<file path="config.mk">
export PLATFORM = sky130hd
export DESIGN_NAME = sync_framed_packet_parser
export DESIGN_NICKNAME = d
export VERILOG_FILES = /design/src/sv/sfpp_pkg.sv /design/src/sv/sfpp_core.sv /design/src/sv/sync_framed_packet_parser.sv
export SDC_FILE = /design/constraint.sdc
export NUM_CORES = 1
export LEC_CHECK = 0
export BUFFER_PORTS_ARGS = -buffer_cell sky130_fd_sc_hd__buf_4
export CORE_ASPECT_RATIO = 1.1
export CORE_MARGIN = 2
export CORE_UTILIZATION = 35
export DETAILED_ROUTE_END_ITERATION = 12
export GPL_ROUTABILITY_DRIVEN = 0
export MAX_ROUTING_LAYER = met4
export PLACE_DENSITY = 0.64
export SLEW_MARGIN = 15
export SYNTH_ARGS = -nofsm -noshare
export SYNTH_HDL_FRONTEND = slang
export SYNTH_SLANG_ARGS = --single-unit
</file>
<file path="constraint.sdc">
create_clock -name clk -period 5.1 [get_ports clk]
set_input_delay 0.765 -clock clk [delete_from_list [all_inputs] [get_ports clk]]
set_output_delay 0.765 -clock clk [all_outputs]
set_load 0.02 [all_outputs]
</file>
<file path="src/sv/sfpp_pkg.sv">
// ----------------------------------------------------------------------------
// sfpp_pkg
// shared types and constants of the sync framed packet parser
// ----------------------------------------------------------------------------
package sfpp_pkg;

	localparam int unsigned BYTE_W    = 8;
	localparam int unsigned CFG_IDX_W = 1;

	// configuration register indexes
	localparam logic [CFG_IDX_W-1:0] REG_SYNC_FIRST  = 1'd0;
	localparam logic [CFG_IDX_W-1:0] REG_SYNC_SECOND = 1'd1;

	localparam logic [BYTE_W-1:0] SYNC_FIRST_RST  = 8'd170;
	localparam logic [BYTE_W-1:0] SYNC_SECOND_RST = 8'd85;

	// parser phase, one-hot
	typedef enum logic [5:0] {
		PH_HUNT    = 6'b000001,
		PH_SYNC1   = 6'b000010,
		PH_ID      = 6'b000100,
		PH_LEN     = 6'b001000,
		PH_PAYLOAD = 6'b010000,
		PH_CHECK   = 6'b100000
	} phase_t;

	// one result item
	typedef struct packed {
		logic              payload_valid;
		logic [BYTE_W-1:0] payload_byte;
		logic [BYTE_W-1:0] payload_index;
		logic [BYTE_W-1:0] frame_id;
		logic [BYTE_W-1:0] frame_length;
		logic              frame_done;
		logic              frame_ok;
		logic [BYTE_W-1:0] error_total;
	} res_t;

endpackage

</file>
<file path="src/sv/sfpp_core.sv">
// ----------------------------------------------------------------------------
// sfpp_core
// frame state machine: one byte in, one result out, state updated on step
// ----------------------------------------------------------------------------
module sfpp_core import sfpp_pkg::*; (
	input  logic              clk,
	input  logic              arst_n,
	input  logic              step,
	input  logic [BYTE_W-1:0] rx_byte,
	input  logic [BYTE_W-1:0] sync_first,
	input  logic [BYTE_W-1:0] sync_second,
	output res_t              res
);

	phase_t            phase_q, phase_d;
	logic [BYTE_W-1:0] sum_q, sum_d;
	logic [BYTE_W-1:0] id_q, id_d;
	logic [BYTE_W-1:0] len_q, len_d;
	logic [BYTE_W-1:0] pos_q, pos_d;
	logic [BYTE_W-1:0] err_q, err_d;

	always_comb begin
		phase_d = phase_q;
		sum_d   = sum_q;
		id_d    = id_q;
		len_d   = len_q;
		pos_d   = pos_q;
		err_d   = err_q;
		res     = '0;
		case (phase_q)
			PH_SYNC1: begin
				if (rx_byte == sync_second) begin
					phase_d = PH_ID;
					sum_d   = '0;
				end else begin
					err_d   = err_q + 8'd1;
					phase_d = PH_HUNT;
				end
			end
			PH_ID: begin
				id_d    = rx_byte;
				sum_d   = sum_q + rx_byte;
				phase_d = PH_LEN;
			end
			PH_LEN: begin
				len_d   = rx_byte;
				sum_d   = sum_q + rx_byte;
				pos_d   = '0;
				phase_d = (rx_byte == '0) ? PH_CHECK : PH_PAYLOAD;
			end
			PH_PAYLOAD: begin
				res.payload_valid = 1'b1;
				res.payload_byte  = rx_byte;
				res.payload_index = pos_q;
				sum_d = sum_q + rx_byte;
				pos_d = pos_q + 8'd1;
				// last payload byte once the count reaches the length
				if (pos_d >= len_q) begin
					phase_d = PH_CHECK;
				end
			end
			PH_CHECK: begin
				res.frame_done = 1'b1;
				if (rx_byte == sum_q) begin
					res.frame_ok = 1'b1;
				end else begin
					err_d = err_q + 8'd1;
				end
				phase_d = PH_HUNT;
			end
			default: begin
				phase_d = (rx_byte == sync_first) ? PH_SYNC1 : PH_HUNT;
			end
		endcase
		res.frame_id     = id_d;
		res.frame_length = len_d;
		res.error_total  = err_d;
	end

	always_ff @(posedge clk or negedge arst_n) begin
		if (!arst_n) begin
			phase_q <= PH_HUNT;
			sum_q   <= '0;
			id_q    <= '0;
			len_q   <= '0;
			pos_q   <= '0;
			err_q   <= '0;
		end else if (step) begin
			phase_q <= phase_d;
			sum_q   <= sum_d;
			id_q    <= id_d;
			len_q   <= len_d;
			pos_q   <= pos_d;
			err_q   <= err_d;
		end
	end

endmodule

</file>
<file path="src/sv/sync_framed_packet_parser.sv">
// ----------------------------------------------------------------------------
// sync_framed_packet_parser
// byte-serial receiver for sync-framed packets with additive checksum
// ----------------------------------------------------------------------------
// an accepted byte goes into the input register, then the result register;
// a full result register holds its item while out_ready is low
// throughput: 1 item per cycle unless the output stalls; the parser state
//   update is one 8-bit add and compare between input and result registers
// reset: arst_n clears the parser state, error counter and both pipeline
//   valid flags; sync registers return to 0xaa and 0x55
module sync_framed_packet_parser import sfpp_pkg::*; (
	input  logic                 clk,
	input  logic                 arst_n,
	// configuration write port
	input  logic                 cfg_we,
	input  logic [CFG_IDX_W-1:0] cfg_index,
	input  logic [BYTE_W-1:0]    cfg_data,
	// input channel
	input  logic                 in_valid,
	output logic                 in_ready,
	input  logic [BYTE_W-1:0]    rx_byte,
	// result channel
	output logic                 out_valid,
	input  logic                 out_ready,
	output logic                 payload_valid,
	output logic [BYTE_W-1:0]    payload_byte,
	output logic [BYTE_W-1:0]    payload_index,
	output logic [BYTE_W-1:0]    frame_id,
	output logic [BYTE_W-1:0]    frame_length,
	output logic                 frame_done,
	output logic                 frame_ok,
	output logic [BYTE_W-1:0]    error_total
);

	// sync byte registers
	logic [BYTE_W-1:0] sync_first_q;
	logic [BYTE_W-1:0] sync_second_q;

	// input stage
	logic              valid_s1;
	logic [BYTE_W-1:0] byte_s1;

	// result stage
	logic valid_s2;
	res_t res_s2;
	res_t res;

	logic adv_s2;   // result register can load this cycle
	logic step;     // item in stage 1 moves to the result register

	always_ff @(posedge clk or negedge arst_n) begin
		if (!arst_n) begin
			sync_first_q  <= SYNC_FIRST_RST;
			sync_second_q <= SYNC_SECOND_RST;
		end else if (cfg_we) begin
			case (cfg_index)
				REG_SYNC_FIRST:  sync_first_q  <= cfg_data;
				REG_SYNC_SECOND: sync_second_q <= cfg_data;
				default: ;
			endcase
		end
	end

	// result register is free when empty or being drained
	assign adv_s2   = !valid_s2 || out_ready;
	assign step     = valid_s1 && adv_s2;
	// input register is free when empty or its item moves on
	assign in_ready = !valid_s1 || adv_s2;

	always_ff @(posedge clk or negedge arst_n) begin
		if (!arst_n) begin
			valid_s1 <= 1'b0;
		end else if (in_ready) begin
			valid_s1 <= in_valid;
		end
	end

	always_ff @(posedge clk) begin
		if (in_valid && in_ready) begin
			byte_s1 <= rx_byte;
		end
	end

	// parser state machine, updated once per item
	sfpp_core u_core (
		.clk         (clk),
		.arst_n      (arst_n),
		.step        (step),
		.rx_byte     (byte_s1),
		.sync_first  (sync_first_q),
		.sync_second (sync_second_q),
		.res         (res)
	);

	always_ff @(posedge clk or negedge arst_n) begin
		if (!arst_n) begin
			valid_s2 <= 1'b0;
		end else if (adv_s2) begin
			valid_s2 <= valid_s1;
		end
	end

	always_ff @(posedge clk) begin
		if (step) begin
			res_s2 <= res;
		end
	end

	assign out_valid     = valid_s2;
	assign payload_valid = res_s2.payload_valid;
	assign payload_byte  = res_s2.payload_byte;
	assign payload_index = res_s2.payload_index;
	assign frame_id      = res_s2.frame_id;
	assign frame_length  = res_s2.frame_length;
	assign frame_done    = res_s2.frame_done;
	assign frame_ok      = res_s2.frame_ok;
	assign error_total   = res_s2.error_total;

endmodule

</file>
==> flow_summary_export.csv <==
group,metric,value,unit
setup_path,worst-path-max-fanout,15,
global_routing,globalRouteTotalUtil,15.4,%
floorplanning,die_area,16500,sq um
synthesis,synth_ff_type,"dfrtp_1",
global_routing,grt_max_degree,65,
timing,max_slew_margin,43.5,%
timing,tns,0,ns
setup_path,cp-start-kind,"register",
synthesis,synth_nets,477,
clock_network,cts_buffers,17,
synthesis,async_flop_share,55.7,%
routing,vias_per_cell,4.94,
routing,num_vias,3558,
timing,fin_crit,2.91,ns
routing,wirelength,11400,um
clock_network,clkSinkCount,115,
routing,dr.first_iter.drc_count,167,
synthesis,synthTopCellsByCount,"dfrtp_1 (55), edfxtp_1 (51), nand2_1 (50)",
status,status,"finished clean",
timing,post-route-period-util,57.1,%
setup_path,cp_slowest_cell,"or3_1",
clock_network,clkLatencyLatePin,0.42,ns
clock_network,cts_tree,"yes",
placement,dp_cells,688,
synthesis,yosys.area.top_type,"edfxtp_1",
timing,tightestPinTransition,0.848,ns
timing,clock.fmax,344,MHz
synthesis,synth_top_area_share,28.3,%
synthesis,synth_most_common_cell,"dfrtp_1",
synthesis,ys_warn_count,0,
setup_path,required,5.26,ns
final_layout,seq_area,3140,sq um
placement,io_buffers,66,
synthesis,avgSynthCellArea,12.4,sq um
clock_network,cts_buffer_depth,2,
routing,ant_nets,0,
setup_path,r2r_slack,2.19,ns
setup_path,crit_chain,"or4_4, nor3b_4, nor2_1, or3_1, or3_4, xnor2_2",
final_layout,diodes,0,
synthesis,ys_seq_area_share,58.1,%
timing,report.final.slew_viol_count,0,
global_routing,overflow,0,
synthesis,synth_edf_count,51,
synthesis,ys_ff_latch,115,
setup_path,critical-path-max-stage-delay,0.66,ns
clock_network,holdBufCountCts,0,
clock_network,cts_setup_buffers,0,
timing,hold_ws,0.462,ns
routing,dr.pass1.iters,4,
final_layout,multiInputGateArea,2140,sq um
timing,rsz0062_at_grt,"false",
synthesis,syn-cell-area,5410,sq um
power_and_ir_drop,irDropWorstVdd,0.230,mV
floorplanning,rows,47,
placement,dp_hpwl,7930,um
routing,drc_errors,0,
min_path,hold_path.class,"in -> async",
synthesis,yosys-top-cells-area,"edfxtp_1 (28%), dfrtp_1 (25%), mux2_2 (6.2%)",
timing,setup_viol,0,
clock_network,htreeDepth,4,
global_routing,grt_pass1_vias,3691,
final_layout,fin_cells,720,
global_routing,antenna_found_initial,0,
clock_network,cts_root_buf,"clkbuf_16",
power_and_ir_drop,powerDensity,361,nW/um^2
synthesis,netlist_instances,437,
timing,fin_skew,0.00846,ns
power_and_ir_drop,fin_total_pwr,2.39,mW
final_layout,drive_gt1_share,27.7,%
routing,routedWlPerCell,15.8,um
final_layout,fill_cells,1392,
timing,hold_viol,0,
floorplanning,die_h,134,um
clock_network,clk_pin_slew,0.05,ns
synthesis,yosysUniqueCellTypes,55,
floorplanning,die_x,123,um
floorplanning,ios,67,
global_routing,grt_pass1_wl,18700,um
flow_run,maxCapViolCount,0,
final_layout,synthToLayoutAreaGrowth,22.3,%
timing,setup_slack,2.19,ns
final_layout,layout.nets,551,
placement,pre_cts_slack,2.21,ns
floorplanning,core_area,15100,sq um
power_and_ir_drop,p_leak,2.97,nW
setup_path,crit_type,"reg -> reg",
setup_path,end_kind,"register",
setup_path,crit_arrival,3.07,ns
floorplanning,initial_core_util,35.8,%
clock_network,ctsResizeCount,0,
metrics by stage:
stage          instance area [sq um]  utilization, %
3_3_place_gp                    6110            40.4
6_report                        6620            43.8
3_5_place_dp                    6110            40.4
4_1_cts                         6620            43.8
5_1_grt                         6620            43.8
2_1_floorplan                   5410               -
critical path, delay by kind of cell (launching register included):
kind	cells	cell delay (ns)
xor gates and xnor gates	1	0.13
DFF	1	0.44
and+or+nand+nor	5	2.07
kinds of logic after synthesis:
family	Yosys count	synth area share, %
AOI/OAI and AO/OA	56	7.03
xor gates and xnor gates	41	6.77
adders and majority gates	18	4.30
buffers and inverters	30	2.38
DFF	115	58.1
muxes	35	7.28
and+or+nand+nor	142	14.1
cell usage in the layout (no fill, tap or decap), types with 3 or more instances in the layout:
master / n
o21ai_0: 22
nor3_1: 7
a21o_1: 3
a21oi_1: 5
nand3b_1: 4
and2_1: 17
mux2_2: 30
clkbuf_16: 17
nor2_1: 16
a32o_1: 6
nand2b_1: 4
inv_1: 15
xnor2_1: 15
buf_4: 69
dfstp_2: 9
edfxtp_1: 51
nand2_1: 50
nand3_1: 9
ha_1: 17
mux2_1: 5
nor3_2: 3
nor2b_1: 3
xor2_1: 25
nand4_1: 3
clkinv_2: 4
and3_1: 6
clkbuf_1: 6
nor4_1: 7
a22o_1: 6
o31ai_1: 3
dfrtp_1: 55
metal layers:
metal | wire (um) | vias up | GRT usage, %
li1 | - | 1710 | -
met1 | 5100 | 1731 | 18.9
met2 | 5460 | 92 | 23.5
met3 | 509 | 25 | 4.42
met4 | 293 | 0 | 7.15
met5 | 0 | - | -
final timing paths:
check | to | depth (start not counted) | from
worst max-delay path | error_total[7]$_DFFE_PP_ | 6 | u_core.phase_q[1]$_DFFE_PN0P_
max in group asynchronous | u_core.len_q[0]$_DFFE_PN0P_ | 1 | arst_n
worst max register to register | error_total[7]$_DFFE_PP_ | 6 | u_core.phase_q[1]$_DFFE_PN0P_
worst min-delay path | u_core.len_q[4]$_DFFE_PN0P_ | 1 | arst_n
worst min register to register | u_core.id_q[3]$_DFFE_PN0P_ | 2 | u_core.id_q[3]$_DFFE_PN0P_
min in group clk | u_core.id_q[3]$_DFFE_PN0P_ | 2 | u_core.id_q[3]$_DFFE_PN0P_
area by class of cell:
type	count	area share, %
Tap cell	196	3.71
Timing Repair Buffer	69	7.83
Sequential cell	115	47.5
Inverter	16	0.908
Clock inverter	7	0.530
Multi-Input combinational cell	292	32.3
Clock buffer	25	7.19
state kept, by name, indices dropped and copies added, names as in the netlist:
signal          cells
u_core.phase_q      6
frame_id            8
frame_done          1
error_total         8
u_core.sum_q        8
payload_index       8
sync_second_q       8
frame_ok            1
u_core.id_q         8
sync_first_q        8
u_core.len_q        8
valid_s1            1
out_valid           1
payload_byte        8
u_core.err_q        8
frame_length        8
payload_valid       1
byte_s1             8
u_core.pos_q        8
power breakdown:
| part | total [mW] | leakage (nW) | internal, mW | switching [mW] |
|---|---|---|---|---|
| Sequential | 1.10 | 1.34 | 1.06 | 0.0438 |
| Clock | 1.02 | 0.250 | 0.636 | 0.383 |
| Combinational | 0.268 | 1.38 | 0.114 | 0.153 |
| Total | 2.39 | 2.97 | 1.81 | 0.580 |
No activity file was read; power rests on OpenSTA's default activity.
